### src/rtl/dqs_pkg.sv
package dqs_pkg;

   // Geometry of the ring and of the stored words
   localparam int DEPTH      = 16;
   localparam int DATA_WIDTH = 32;
   localparam int PTR_W      = $clog2(DEPTH);
   localparam int IDX_W      = PTR_W + 1;
   localparam int CNT_W      = $clog2(DEPTH + 1);

   // Port field widths
   localparam int MODE_W   = 3;
   localparam int STATUS_W = 2;
   localparam int OUT_W    = 32;
   localparam int POS_W    = 5;

   // Operation codes
   localparam logic [MODE_W-1:0] MODE_PUSH_FRONT = 3'd0;
   localparam logic [MODE_W-1:0] MODE_PUSH_BACK  = 3'd1;
   localparam logic [MODE_W-1:0] MODE_POP_FRONT  = 3'd2;
   localparam logic [MODE_W-1:0] MODE_POP_BACK   = 3'd3;
   localparam logic [MODE_W-1:0] MODE_SEARCH     = 3'd4;
   localparam logic [MODE_W-1:0] MODE_READ_ALL   = 3'd5;

   // Result status codes
   localparam logic [STATUS_W-1:0] STATUS_OK       = 2'd0;
   localparam logic [STATUS_W-1:0] STATUS_EMPTY    = 2'd1;
   localparam logic [STATUS_W-1:0] STATUS_FULL     = 2'd2;
   localparam logic [STATUS_W-1:0] STATUS_NOTFOUND = 2'd3;

   typedef logic [PTR_W-1:0]      ptr_type;
   typedef logic [IDX_W-1:0]      idx_type;
   typedef logic [CNT_W-1:0]      cnt_type;
   typedef logic [DATA_WIDTH-1:0] word_type;

   // Result of the shared compare unit
   typedef struct packed {
      logic             match;
      logic [OUT_W-1:0] value;
   } cmp_result_type;

   // Ring slot of the element at offset idx from the front (idx <= DEPTH)
   function automatic ptr_type slot_index(ptr_type front, idx_type idx);
      logic [IDX_W:0] sum;
      sum = (IDX_W + 1)'(front) + (IDX_W + 1)'(idx);
      if (sum >= (IDX_W + 1)'(DEPTH)) begin
         sum = sum - (IDX_W + 1)'(DEPTH);
      end
      return PTR_W'(sum);
   endfunction

endpackage

### src/rtl/dqs_ram.sv
module dqs_ram #(
   parameter int WIDTH = 32,
   parameter int DEPTH = 16
) (
   input  logic                     clock,
   input  logic                     wr_en,
   input  logic [$clog2(DEPTH)-1:0] wr_addr,
   input  logic [WIDTH-1:0]         wr_data,
   input  logic [$clog2(DEPTH)-1:0] rd_addr,
   output logic [WIDTH-1:0]         rd_data
);

   logic [WIDTH-1:0] mem [DEPTH];

   // Write one entry, read one entry with registered data
   always_ff @(posedge clock) begin
      if (wr_en) begin
         mem[wr_addr] <= wr_data;
      end
      rd_data <= mem[rd_addr];
   end

endmodule

### src/rtl/dqs_cmp.sv
module dqs_cmp (
   input  dqs_pkg::word_type       rd_word,
   input  dqs_pkg::word_type       key,
   output dqs_pkg::cmp_result_type result
);

   logic [63:0] word_ext;

   // Compare the stored word against the key and sign-extend it to the output width
   always_comb begin
      word_ext     = 64'(signed'(rd_word));
      result.match = (rd_word == key);
      result.value = word_ext[dqs_pkg::OUT_W-1:0];
   end

endmodule

### src/rtl/deque_with_search_core.sv
// Bounded double-ended queue with search, kept as a ring in a small RAM.
// Command channel: drive req_mode and req_value with start high; the
// transaction is taken at a rising edge where start is high and busy is low.
// Modes: push front/back, pop front/back, search, read out all.
// Result channel: each result sits on the rsp_ ports for one cycle, marked
// by rsp_strobe; rsp_last flags the final result of a command. The receiver
// cannot stall, so results must be taken as they appear.
// Push and any command hitting an empty or full queue answer in the cycle
// after acceptance and leave busy low. A pop reads the RAM when accepted and
// answers from the registered read data. Search and read-out walk the stored
// entries through the single RAM read port and the shared compare unit, one
// entry per cycle. Read-out streams one result per cycle after the first.
// Reset (synchronous, active high) empties the queue and returns to idle;
// the RAM contents are not cleared, since only occupied entries are read.
module deque_with_search_core (
   input  logic                           clock,
   input  logic                           reset,
   input  logic                           start,
   output logic                           busy,
   input  logic [dqs_pkg::MODE_W-1:0]     req_mode,
   input  logic signed [31:0]             req_value,
   output logic                           rsp_strobe,
   output logic [dqs_pkg::STATUS_W-1:0]   rsp_status,
   output logic signed [dqs_pkg::OUT_W-1:0] rsp_data_out,
   output logic [dqs_pkg::POS_W-1:0]      rsp_position,
   output logic [dqs_pkg::POS_W-1:0]      rsp_occupancy,
   output logic                           rsp_last
);

   localparam logic [1:0] S_IDLE   = 2'd0;
   localparam logic [1:0] S_POP    = 2'd1;
   localparam logic [1:0] S_SEARCH = 2'd2;
   localparam logic [1:0] S_DUMP   = 2'd3;

   logic [1:0]                  state_ff, state_in;
   dqs_pkg::ptr_type            front_ff, front_in;
   dqs_pkg::cnt_type            count_ff, count_in;
   dqs_pkg::ptr_type            walk_ff, walk_in;
   dqs_pkg::word_type           key_ff, key_in;

   logic                        rsp_strobe_ff, rsp_strobe_in;
   logic [dqs_pkg::STATUS_W-1:0] rsp_status_ff, rsp_status_in;
   logic [dqs_pkg::OUT_W-1:0]   rsp_data_ff, rsp_data_in;
   logic [dqs_pkg::POS_W-1:0]   rsp_position_ff, rsp_position_in;
   logic [dqs_pkg::POS_W-1:0]   rsp_occupancy_ff, rsp_occupancy_in;
   logic                        rsp_last_ff, rsp_last_in;

   logic                        accept;
   logic                        is_full;
   logic                        is_empty;
   logic                        at_end;
   dqs_pkg::idx_type            walk_next;
   dqs_pkg::idx_type            count_idx;
   logic [63:0]                 value_ext;
   dqs_pkg::word_type           value_word;

   logic                        wr_en;
   dqs_pkg::ptr_type            wr_addr;
   dqs_pkg::ptr_type            rd_addr;
   dqs_pkg::word_type           rd_word;
   dqs_pkg::cmp_result_type     cmp_result;

   dqs_ram #(
      .WIDTH (dqs_pkg::DATA_WIDTH),
      .DEPTH (dqs_pkg::DEPTH)
   ) u_ring (
      .clock   (clock),
      .wr_en   (wr_en),
      .wr_addr (wr_addr),
      .wr_data (value_word),
      .rd_addr (rd_addr),
      .rd_data (rd_word)
   );

   dqs_cmp u_cmp (
      .rd_word (rd_word),
      .key     (key_ff),
      .result  (cmp_result)
   );

   assign busy          = (state_ff != S_IDLE);
   assign accept        = start && !busy;
   assign rsp_strobe    = rsp_strobe_ff;
   assign rsp_status    = rsp_status_ff;
   assign rsp_data_out  = rsp_data_ff;
   assign rsp_position  = rsp_position_ff;
   assign rsp_occupancy = rsp_occupancy_ff;
   assign rsp_last      = rsp_last_ff;

   // Decode queue level and walk position
   always_comb begin
      value_ext  = 64'(signed'(req_value));
      value_word = value_ext[dqs_pkg::DATA_WIDTH-1:0];
      is_full    = (count_ff >= dqs_pkg::CNT_W'(dqs_pkg::DEPTH));
      is_empty   = (count_ff == '0);
      count_idx  = dqs_pkg::IDX_W'(count_ff);
      walk_next  = dqs_pkg::IDX_W'(walk_ff) + dqs_pkg::IDX_W'(1);
      at_end     = (walk_next == count_idx);
   end

   // Sequence commands and drive the RAM ports
   always_comb begin
      state_in         = state_ff;
      front_in         = front_ff;
      count_in         = count_ff;
      walk_in          = walk_ff;
      key_in           = key_ff;
      rsp_strobe_in    = 1'b0;
      rsp_status_in    = rsp_status_ff;
      rsp_data_in      = rsp_data_ff;
      rsp_position_in  = rsp_position_ff;
      rsp_occupancy_in = rsp_occupancy_ff;
      rsp_last_in      = rsp_last_ff;
      wr_en            = 1'b0;
      wr_addr          = dqs_pkg::slot_index(front_ff, count_idx);
      rd_addr          = front_ff;

      unique case (state_ff)
         S_IDLE: begin
            if (accept) begin
               key_in           = value_word;
               walk_in          = '0;
               rsp_strobe_in    = 1'b1;
               rsp_status_in    = dqs_pkg::STATUS_OK;
               rsp_data_in      = '0;
               rsp_position_in  = '0;
               rsp_occupancy_in = dqs_pkg::POS_W'(count_ff);
               rsp_last_in      = 1'b1;
               unique case (req_mode)
                  dqs_pkg::MODE_PUSH_FRONT, dqs_pkg::MODE_PUSH_BACK: begin
                     if (is_full) begin
                        rsp_status_in = dqs_pkg::STATUS_FULL;
                     end else begin
                        wr_en            = 1'b1;
                        count_in         = count_ff + dqs_pkg::CNT_W'(1);
                        rsp_occupancy_in = dqs_pkg::POS_W'(count_in);
                        if (req_mode == dqs_pkg::MODE_PUSH_FRONT) begin
                           front_in = (front_ff == '0)
                                    ? dqs_pkg::PTR_W'(dqs_pkg::DEPTH - 1)
                                    : front_ff - dqs_pkg::PTR_W'(1);
                           wr_addr  = front_in;
                        end
                     end
                  end
                  dqs_pkg::MODE_POP_FRONT, dqs_pkg::MODE_POP_BACK: begin
                     if (is_empty) begin
                        rsp_status_in = dqs_pkg::STATUS_EMPTY;
                     end else begin
                        // Read the element now, report it from S_POP
                        rsp_strobe_in = 1'b0;
                        count_in      = count_ff - dqs_pkg::CNT_W'(1);
                        state_in      = S_POP;
                        if (req_mode == dqs_pkg::MODE_POP_FRONT) begin
                           front_in = dqs_pkg::slot_index(front_ff,
                                                          dqs_pkg::IDX_W'(1));
                        end else begin
                           rd_addr  = dqs_pkg::slot_index(front_ff,
                                         count_idx - dqs_pkg::IDX_W'(1));
                        end
                     end
                  end
                  dqs_pkg::MODE_SEARCH, dqs_pkg::MODE_READ_ALL: begin
                     if (is_empty) begin
                        rsp_status_in = dqs_pkg::STATUS_EMPTY;
                     end else begin
                        // Fetch the front entry and start the walk
                        rsp_strobe_in = 1'b0;
                        state_in      = (req_mode == dqs_pkg::MODE_SEARCH)
                                      ? S_SEARCH : S_DUMP;
                     end
                  end
                  default: begin
                  end
               endcase
            end
         end
         S_POP: begin
            rsp_strobe_in    = 1'b1;
            rsp_status_in    = dqs_pkg::STATUS_OK;
            rsp_data_in      = cmp_result.value;
            rsp_position_in  = '0;
            rsp_occupancy_in = dqs_pkg::POS_W'(count_ff);
            rsp_last_in      = 1'b1;
            state_in         = S_IDLE;
         end
         S_SEARCH: begin
            rd_addr          = dqs_pkg::slot_index(front_ff, walk_next);
            walk_in          = dqs_pkg::PTR_W'(walk_next);
            rsp_data_in      = '0;
            rsp_occupancy_in = dqs_pkg::POS_W'(count_ff);
            rsp_last_in      = 1'b1;
            if (cmp_result.match) begin
               rsp_strobe_in   = 1'b1;
               rsp_status_in   = dqs_pkg::STATUS_OK;
               rsp_position_in = dqs_pkg::POS_W'(walk_next);
               state_in        = S_IDLE;
            end else if (at_end) begin
               rsp_strobe_in   = 1'b1;
               rsp_status_in   = dqs_pkg::STATUS_NOTFOUND;
               rsp_position_in = '0;
               state_in        = S_IDLE;
            end
         end
         S_DUMP: begin
            rd_addr          = dqs_pkg::slot_index(front_ff, walk_next);
            walk_in          = dqs_pkg::PTR_W'(walk_next);
            rsp_strobe_in    = 1'b1;
            rsp_status_in    = dqs_pkg::STATUS_OK;
            rsp_data_in      = cmp_result.value;
            rsp_position_in  = '0;
            rsp_occupancy_in = dqs_pkg::POS_W'(count_ff);
            rsp_last_in      = at_end;
            if (at_end) begin
               state_in = S_IDLE;
            end
         end
         default: begin
            state_in = S_IDLE;
         end
      endcase
   end

   // Hold control state, clear it on reset
   always_ff @(posedge clock) begin
      if (reset) begin
         state_ff      <= S_IDLE;
         front_ff      <= '0;
         count_ff      <= '0;
         rsp_strobe_ff <= 1'b0;
      end else begin
         state_ff      <= state_in;
         front_ff      <= front_in;
         count_ff      <= count_in;
         rsp_strobe_ff <= rsp_strobe_in;
      end
   end

   // Advance the walk and result payload
   always_ff @(posedge clock) begin
      walk_ff          <= walk_in;
      key_ff           <= key_in;
      rsp_status_ff    <= rsp_status_in;
      rsp_data_ff      <= rsp_data_in;
      rsp_position_ff  <= rsp_position_in;
      rsp_occupancy_ff <= rsp_occupancy_in;
      rsp_last_ff      <= rsp_last_in;
   end

   // An accepted transaction either answers at once or keeps the block busy
   a_accept_progress: assert property (@(posedge clock) disable iff (reset)
      accept |=> (rsp_strobe_ff || busy))
      else $error("accepted transaction neither answered nor in progress");

   // Only read-out produces results that are not last, and it stays busy
   a_stream_busy: assert property (@(posedge clock) disable iff (reset)
      (rsp_strobe_ff && !rsp_last_ff) |-> (state_ff == S_DUMP))
      else $error("non-final result outside read-out");

   // The element count never exceeds the ring depth
   a_count_bound: assert property (@(posedge clock) disable iff (reset)
      count_ff <= dqs_pkg::CNT_W'(dqs_pkg::DEPTH))
      else $error("element count beyond depth");

   // The front pointer stays inside the ring
   a_front_bound: assert property (@(posedge clock) disable iff (reset)
      dqs_pkg::IDX_W'(front_ff) < dqs_pkg::IDX_W'(dqs_pkg::DEPTH))
      else $error("front pointer outside ring");

   // The walk never passes the occupied region
   a_walk_bound: assert property (@(posedge clock) disable iff (reset)
      (state_ff == S_SEARCH || state_ff == S_DUMP) |->
         (dqs_pkg::IDX_W'(walk_ff) < count_idx))
      else $error("walk index beyond element count");

endmodule

### config.mk
export PLATFORM = sky130hd
export DESIGN_NAME = deque_with_search_core
export DESIGN_NICKNAME = d
export VERILOG_FILES = /design/src/rtl/dqs_pkg.sv /design/src/rtl/dqs_ram.sv /design/src/rtl/dqs_cmp.sv /design/src/rtl/deque_with_search_core.sv
export SDC_FILE = /design/constraint.sdc
export NUM_CORES = 1
export LEC_CHECK = 0
export BUFFER_PORTS_ARGS = -buffer_cell sky130_fd_sc_hd__clkbuf_2
export CORE_MARGIN = 1.5
export CORE_UTILIZATION = 55
export DETAILED_ROUTE_END_ITERATION = 10
export PLACE_DENSITY_LB_ADDON = 0.15
export SYNTH_ARGS = -nofsm -noshare
export SYNTH_HDL_FRONTEND = slang
export SYNTH_HIERARCHICAL = 1
export SYNTH_SLANG_ARGS = --single-unit
### constraint.sdc
create_clock -name clock -period 7.1 [get_ports clock]
set_input_delay 1.42 -clock clock [delete_from_list [all_inputs] [get_ports clock]]
set_output_delay 1.42 -clock clock [all_outputs]
set_load 0.02 [all_outputs]
After elaboration in Yosys (flattened, before gate mapping) --
Memories as Yosys holds them, arrays and structs flattened. A register that Yosys moved wholly into a read port is not among the register bits. Index checks and enable logic that the tools add are counted.
Word-level totals: output and inout port bits 47, flip-flop bits (word level) 93, memories 1, bits of input ports 38, word-level logic and storage cells 134, RAM bits 512
Memory list:
- u_ring.mem | depth 16, width 32, read ports 1, clocked after Yosys merged registers in 1, write ports 1, RTL line dqs_ram.sv:13 | logic [WIDTH-1:0] mem [DEPTH];
Cells by class: add/sub/neg operators 12, mux-type cells 63, equality and inequality tests 19, reduce and logical (&&, ||, !) cells 23, order comparisons 5
Operator list (number):
- case mux 32 bit (3 select lines) | 1
- two-way mux 4 bit | 19
- two-way mux 5 bit | 7
- == test 32 bit | 1
- two-way mux 32 bit | 1
- case mux 4 bit (2 select lines) | 3
- case mux 5 bit (2 select lines) | 2
- subtractor 4 x 1 -> 4 bit, second input constant | 5
- adder 4 x 5 -> 6 bit | 3
- >= comparator 6 x 5 -> 1 bit, second input constant | 3
- two-way mux 2 bit | 9
- case mux 5 bit (3 select lines) | 1
- two-way mux 1 bit | 14
- OR reduction 2 bit | 6
- adder 4 x 1 -> 5 bit, second input constant | 2
- >= comparator 5 bit, second input constant | 2
- inequality test 2 bit, second input constant | 5
- inequality test 3 bit, second input constant | 3
- case mux 2 bit (2 select lines) | 2
- case mux 2 bit (4 select lines) | 1
- AND reduction 4 bit | 2
- AND reduction 7 bit | 1
- == test 3 x 2 -> 1 bit, second input constant | 2
- == test 3 bit, second input constant | 2
- 19 further kinds | 25

Logic depth before layout (Yosys ltp) --
Gate-level depths: netlist (run 1).
depth in word-level cells 9, gate-level depth with buffers 14, mapped depth without buffers 12

Hierarchy --
Netlist (run 1), hierarchy kept.
Modules (own cells, without submodules):
- dqs_ram | times used 1, sequential area each 16015.4 µm², cells an instance 838, area each 19835.3 µm²
- deque_with_search_core | times used 1, sequential area each 2672.6 µm², cells an instance 332, area each 4279.1 µm²
- dqs_cmp | times used 1, sequential area each 0.0 µm², cells an instance 75, area each 586.8 µm²

Worst setup path before layout (run 1) --
OpenSTA, ideal clock, no wires.
path type input port to flip-flop, start in req_mode[2] in the netlist's numbering, end mem u_ring.mem[0][0], enable pin, path buffers 0, stages 9, library setup time 0.461 ns, data required time 6.639 ns, data arrival time 5.448 ns, path slack 1.191 ns, cells stage by stage inv_1 -> ha_1 -> nor4b_2 -> and2_1 -> nand2_1 -> nor2_1 -> a21oi_1 -> or3b_2 -> nor3_1
On the way: cells in the longest elaborated chain, start to end 7, elaborated cells between the ends (all ways) 13, those cells by class eq/ne (1); mux (10); reduce/logical (2)
RTL lines:
- start, declared | RTL line deque_with_search_core.sv:20 | input logic [dqs_pkg::MODE_W-1:0] req_mode,
- == test 3 x 1 -> 1 bit / logical NOT 3 bit (equally long branches) | RTL line deque_with_search_core.sv:129 | unique case (req_mode)
- OR reduction 2 bit * | RTL line deque_with_search_core.sv:129
- two-way mux 1 bit * | RTL line deque_with_search_core.sv:129
- two-way mux 1 bit * | RTL line deque_with_search_core.sv:120 | if (accept) begin
- two-way mux 1 bit * | RTL line deque_with_search_core.sv:118 | unique case (state_ff)
- net wr_en | RTL line deque_with_search_core.sv:57 | logic wr_en;
- two-way mux 1 bit * | RTL line dqs_ram.sv:17 | if (wr_en) begin
- two-way mux 1 bit (implied by the code) * | RTL line dqs_ram.sv:18 | mem[wr_addr] <= wr_data;
- end, declared | RTL line dqs_ram.sv:13
The timed path passes the listed nets; every way through them passes the cells marked *.

Worst setup path after layout (run 1) --
start in req_mode[2] in the netlist's numbering, end mem u_ring.mem[15][9], enable pin
Same word-level chain as after synthesis.

==> flow_summary.toml, run 1 <==
[yosys]
yosysWarnings = 6
synth.distinct_cells = 54
yosysTopAreaCell = "edfxtp_1"
yosys-top-cells-area = "edfxtp_1 72%, mux4_2 12%, dfxtp_1 3.6%, a22oi_1 2.0%, xor2_1 1.4%"
ys_seq_area_share_pct = 75.7
ys_seq_elements = 637
synth_area_per_cell_um2 = 19.8
async_reset_ff_share_pct = 0
synth_top_area_share_pct = 72.1
yosysMostFrequentCell = "edfxtp_1"
synth_common_cells = "593 x edfxtp_1, 128 x mux4_2, 65 x a22oi_1, 48 x nand2_1, 44 x dfxtp_1"
synth_edf_count = 593
synth_cells = 1245
syn_area_um2 = 24700
ys_dominant_reg_cell = "edfxtp_1"
syn_nets = 1304

[critical_path]
critical-path-top-delay-family = "simple AND/OR/NAND/NOR gates"
cp_data_required_time_ns = 7.33
critPathKind = "primary input to register"
cp_common_cell = "nand2_1"
critPathLaunchType = "primary input"
slowest_stage = "nor2_4"
path_cells = "clkbuf_2, inv_1, ha_1, nor4b_2, and2_1, nand2_1, mux2i_1, nand2_1, nor2_4"
end_kind = "register"
critPathBufInv = 2
cp.arrival_ns = 5.09
critPathMaxStageDelay_ns = 1.08
critPathMaxFanout = 32

[clock_tree]
cts_tree = "yes"
path_clk_slew_ns = 0.06
cts_buffers = 61
ctsHoldBuffers = 0
clockBufferDepth = 3
cts_resized = 0
clockRootBuffer = "clkbuf_16"
insertion_delay_ns = 0.63
post_cts_buffers = 0
htree_levels = 2
clock_sinks = 637

[floorplanning]
pin_count = 85
start_util_pct = 55.9
rows = 77
die_x_um = 215
coreArea_um2 = 44200
die_h_um = 215
dieArea_um2 = 46200

[placed_design]
hpwl_mm = 30.2
io_buffers = 84
place_area_um2 = 25600
gp_congestion = 0.842

[timing]
layout_min_cycle_time_ns = 4.87
rsz0062_at_grt = "no"
worstMarginPinSlew_ns = 1.29
fin_tns_setup_ns = 0
finalHoldViolations = 0
setup-violations-final = 0
relSlewSlack_pct = 13.6
drv_slew = 0
fmax_mhz = 205
fin_crit_sh_pct = 68.6
skew_ns = 0.0242

[job]
max_cap_violations = 0

[cells_and_area]
fillers = 3028
multi_input_area_um2 = 5610
nets = 1374
seq_area_um2 = 18700
diodes = 0
drive_above_1_share_pct = 25.7
fin_area_um2 = 27700
syn_to_final_growth_pct = 12.3

[drt]
viasPerCell = 6.04
drt-initial-drc-count = 1183
first_pass_iters = 5
post_drt_wl_per_cell_um = 27.2
drc = 0
wirelength_mm = 53.3
ant_nets = 0
via_count = 11830

[power]
power.leakage_nw = 9.04
powerDensity_nw_per_um2 = 326
irDropWorstVdd_v = 0.000223

[grt]
grt_pass1_vias = 12072
antenna_found_initial = 1
grt_remaining_overflow = 0
grtUsageTotal_pct = 23.8
grt_pass1_wl_mm = 79.8
grt_max_degree = 129

[run_status]
status = "completed"

[worst_hold_path]
hold_class = "register to register"
## worst reg2reg max path: cells and delay by family (launching register included)
family	cells	cell delay [ns]
flip-flops	1	0.61
AND/OR/NAND/NOR	5	2.68
multiplexers	1	0.58
## metal layers
layer | up-vias | wire [um] | global-route usage [%]
li1 | 5122 | - | -
met1 | 6248 | 22700 | 34.3
met2 | 390 | 26500 | 38.6
met3 | 70 | 3120 | 3.98
met4 | 0 | 931 | 5.54
met5 | - | 0 | 0
## layout make-up
| type | instances | area share, % |
|---|---|---|
| clock buffers | 82 | 6.12 |
| clock inverters | 32 | 1.42 |
| inverters | 17 | 0.230 |
| multi-input cells | 502 | 20.2 |
| flip-flops and latches | 637 | 67.4 |
| well taps | 592 | 2.67 |
| repair buffers | 96 | 1.98 |
## sequential cells by signal, summed over array words and instances (netlist names)
register	flops
rsp_status	2
state_ff	2
front_ff	4
count_ff	5
u_ring/mem	512
walk_ff	4
rsp_strobe	1
key_ff	32
rsp_position	5
rsp_data_out	32
rsp_last	1
rsp_occupancy	5
u_ring/rd_data	32
## report_power, final
part           leakage (nW)  switching [mW]  internal, mW  total, mW
sequential             5.79           0.134          4.30       4.44
clock                  1.02            1.36          2.00       3.36
combinational          2.23           0.759         0.490       1.25
total                  9.04            2.26          6.79       9.05
## through the flow
stage / setup slack (ns) / instances / hold slack [ns] / power (mW) / utilization (%)
3_5_place_dp: 1.68 / 1844 / 0.548 / 5.78 / 58.0
2_1_floorplan: 1.19 / 1245 / 0.544 / 5.40 / -
5_1_grt: 1.99 / 1958 / 0.586 / 9.36 / 62.7
4_1_cts: 2.32 / 1958 / 0.572 / 9.12 / 62.7
6_report: 2.23 / 1958 / 0.561 / 9.05 / 62.7
3_3_place_gp: 1.84 / 1844 / 0.537 / 5.78 / 58.0
## final timing paths
| check | start | end | slack (ns) | cells after the start |
|---|---|---|---|---|
| hold / removal | u_ring/rd_data[30] | rsp_data_out[30] | 0.56 | 1 |
| setup / recovery | req_mode[2] | u_ring/mem[15][9] | 2.23 | 9 |
| setup reg to reg | state_ff[0] | u_ring/mem[15][9] | 2.80 | 6 |
| hold reg to reg | u_ring/rd_data[30] | rsp_data_out[30] | 0.56 | 1 |
## kinds of logic (layout without fill, tap and decap cells)
kind of cell,after synthesis,after routing,share of synthesized area [%]
flops,637,637,75.7
simple gates,171,171,3.54
compound gates,117,117,3.33
buf+inv,106,227,2.29
fa+ha+maj,21,21,1.15
xor+xnor,56,56,1.99
mux,137,137,12.0
## placed cells by master, fill, tap and decap left out, types with 8 or more instances in the layout
| cell type | synthesis | routed |
|---|---|---|
| nor4_1 | 8 | 8 |
| clkinv_1 | 1 | 9 |
| a21oi_1 | 14 | 14 |
| edfxtp_1 | 593 | 593 |
| xnor2_1 | 16 | 16 |
| clkinv_2 | 0 | 11 |
| nor2_1 | 41 | 28 |
| nand2_1 | 48 | 48 |
| buf_4 | 41 | 9 |
| clkbuf_16 | 0 | 62 |
| xor2_1 | 40 | 40 |
| and2_1 | 34 | 33 |
| ha_1 | 18 | 18 |
| o21ai_0 | 11 | 10 |
| dfxtp_1 | 44 | 43 |
| mux4_2 | 128 | 128 |
| clkbuf_2 | 0 | 84 |
| bufinv_16 | 0 | 9 |
| clkbuf_1 | 27 | 13 |
| nor2_4 | 1 | 14 |
| a22oi_1 | 65 | 65 |
| inv_1 | 16 | 15 |
No activity file was read; power rests on OpenSTA's default activity.
==> inputs of run 2 (changes only) <==
==> constraint.sdc (replaced) <==
create_clock -name clock -period 4.7 [get_ports clock]
set_input_delay 0.94 -clock clock [delete_from_list [all_inputs] [get_ports clock]]
set_output_delay 0.94 -clock clock [all_outputs]
set_load 0.02 [all_outputs]
==> flow_summary.toml, run 2 (synthesis gave the netlist of run 1 again) <==
[power]
clkPwrFrac_pct = 36.5
powerDensity_nw_per_um2 = 484
irDropWorstVdd_v = 0.000337
switchingPower_mw = 3.44
pwr-share-comb_pct = 14.8
power.leakage_nw = 9.30
switching_share_pct = 25.1
internal-power_mw = 10.3
p_seq_share_pct = 48.7

[critical_path]
r2r_start = "count_ff[0]"
critPathMaxFanout = 18
cp.arrival_ns = 4.20
reg2reg_depth = 13
slowest_stage = "mux4_2"
path_cells = "buf_4, inv_1, ha_1, nor4b_2, nor2_1, nand3_2, mux2i_1, o21ai_4, buf_12, buf_4, mux4_2, a22oi_1, nand2_1"
worst_r2r_endpoint = "u_ring/rd_data[1]"
critPathMaxStageDelay_ns = 0.51
critPathLaunchType = "register"
r2r_slack_ns = 1.01
setup.worst_path.start = "count_ff[0]"
cp_data_required_time_ns = 5.21
cp_common_cell = "buf_4"
end_kind = "register"
critPathKind = "register to register"

[timing]
fin_crit_sh_pct = 78.5
relSlewSlack_pct = 34.7
fin_tns_setup_ns = 0
worstMarginPinSlew_ns = 0.979
drv_slew = 0
finalHoldViolations = 0
layout_min_cycle_time_ns = 3.69
setup-violations-final = 0
skew_ns = 0.0265
fmax_mhz = 271
rsz0062_at_grt = "no"
finalWorstSetupSlack_ns = 1.01

[cells_and_area]
syn_to_final_growth_pct = 14.4
largest_reg_flops = 512
drive_above_1_share_pct = 28.5
diodes = 0
final_common_cell = "edfxtp_1"
final_cell_mix = "593 x edfxtp_1, 128 x mux4_2, 84 x clkbuf_2"
seq_area_um2 = 18700
stdcell_count = 2007
multi_input_area_um2 = 5630
fillers = 2999
nets = 1423
regMostFlops = "u_ring/mem"

[drt]
drt-initial-drc-count = 1199
ant_nets = 0
post_drt_wl_per_cell_um = 27.2
drc = 0
wirelength_mm = 54.6
viasPerCell = 6.07
via_count = 12190
first_pass_iters = 5

[clock_tree]
cts_resized = 0
path_clk_slew_ns = 0.06
insertion_delay_ns = 0.64
cts_tree = "yes"
clockBufferDepth = 3
htree_levels = 2
post_cts_buffers = 0
cts_buffers = 60
clock_sinks = 637
ctsHoldBuffers = 0
clockRootBuffer = "clkbuf_16"

[worst_hold_path]
hold_depth = 1
min-delay-start = "u_ring/rd_data[1]"
hold_class = "register to register"
min_to = "rsp_data_out[1]"

[floorplanning]
rows = 77
die_x_um = 215
die_h_um = 215
start_util_pct = 55.9
pin_count = 85
coreArea_um2 = 44200
dieArea_um2 = 46200

[grt]
grt_max_degree = 77
grt_remaining_overflow = 0
grt_pass1_wl_mm = 81.5
grtUsageTotal_pct = 24.4
antenna_found_initial = 3
grt_pass1_vias = 12456

[run_status]
status = "completed"

[placed_design]
io_buffers = 84
hpwl_mm = 32.7
dp.cells = 1894
pre_cts_ws_ns = 0.556
gp_congestion = 0.802

[job]
max_cap_violations = 0
## run 2: metal layers
| metal | global-route usage [%] | share of wire [%] | up-vias |
|---|---|---|---|
| met2 | 38.9 | 49 | 468 |
| met1 | 35.5 | 43 | 6411 |
| met3 | 3.92 | 6.7 | 77 |
| li1 | - | - | 5230 |
| met4 | 6.88 | 2.0 | 4 |
| met5 | 0 | 0.051 | - |
## run 2: final cells by class
type                       instances  area share (%)
clock buffer                      74            5.64
timing repair buffer             146            3.80
inverter                          17           0.226
tap                              592            2.62
multi-input combinational        502            19.9
clock inverter                    39            1.66
sequential                       637            66.1
## run 2: how the worst max path moves through the flow
| stage | to | cells past startpoint |
|---|---|---|
| finish | u_ring/rd_data[1] | 13 |
| global route | u_ring/rd_data[1] | 13 |
| CTS | u_ring/rd_data[9] | 12 |
| detailed placement | u_ring/rd_data[9] | 11 |
| global placement | u_ring/rd_data[11] | 11 |
| floorplan | u_ring/mem[1][0] | 9 |
## run 2: power by group through the flow
stage / combinational (mW) / sequential [mW] / clock [mW]
finish: 2.02 / 6.67 / 4.99
global route: 2.18 / 6.70 / 5.29
CTS: 2.05 / 6.67 / 5.08
detailed placement: 2.04 / 6.79 / 0
global placement: 2.03 / 6.79 / 0
floorplan: 1.35 / 6.81 / 0
## run 2: worst max-delay path: cells and delay by family (launching register included)
kind	cells	cell delay, ns
compound gates	2	0.67
fa+ha+maj	1	0.31
buf+inv	4	0.81
flops	1	0.30
mux	2	0.64
simple gates	4	0.84
## run 2: through the flow
stage / util [%] / area [um2] / hold slack (ns) / total power [mW]
3_3_place_gp: 59.2 / 26200 / 0.537 / 8.82
5_1_grt: 63.9 / 28300 / 0.571 / 14.2
3_5_place_dp: 59.2 / 26200 / 0.546 / 8.84
6_report: 63.9 / 28300 / 0.556 / 13.7
2_1_floorplan: - / 24700 / 0.544 / 8.16
4_1_cts: 63.9 / 28300 / 0.560 / 13.8
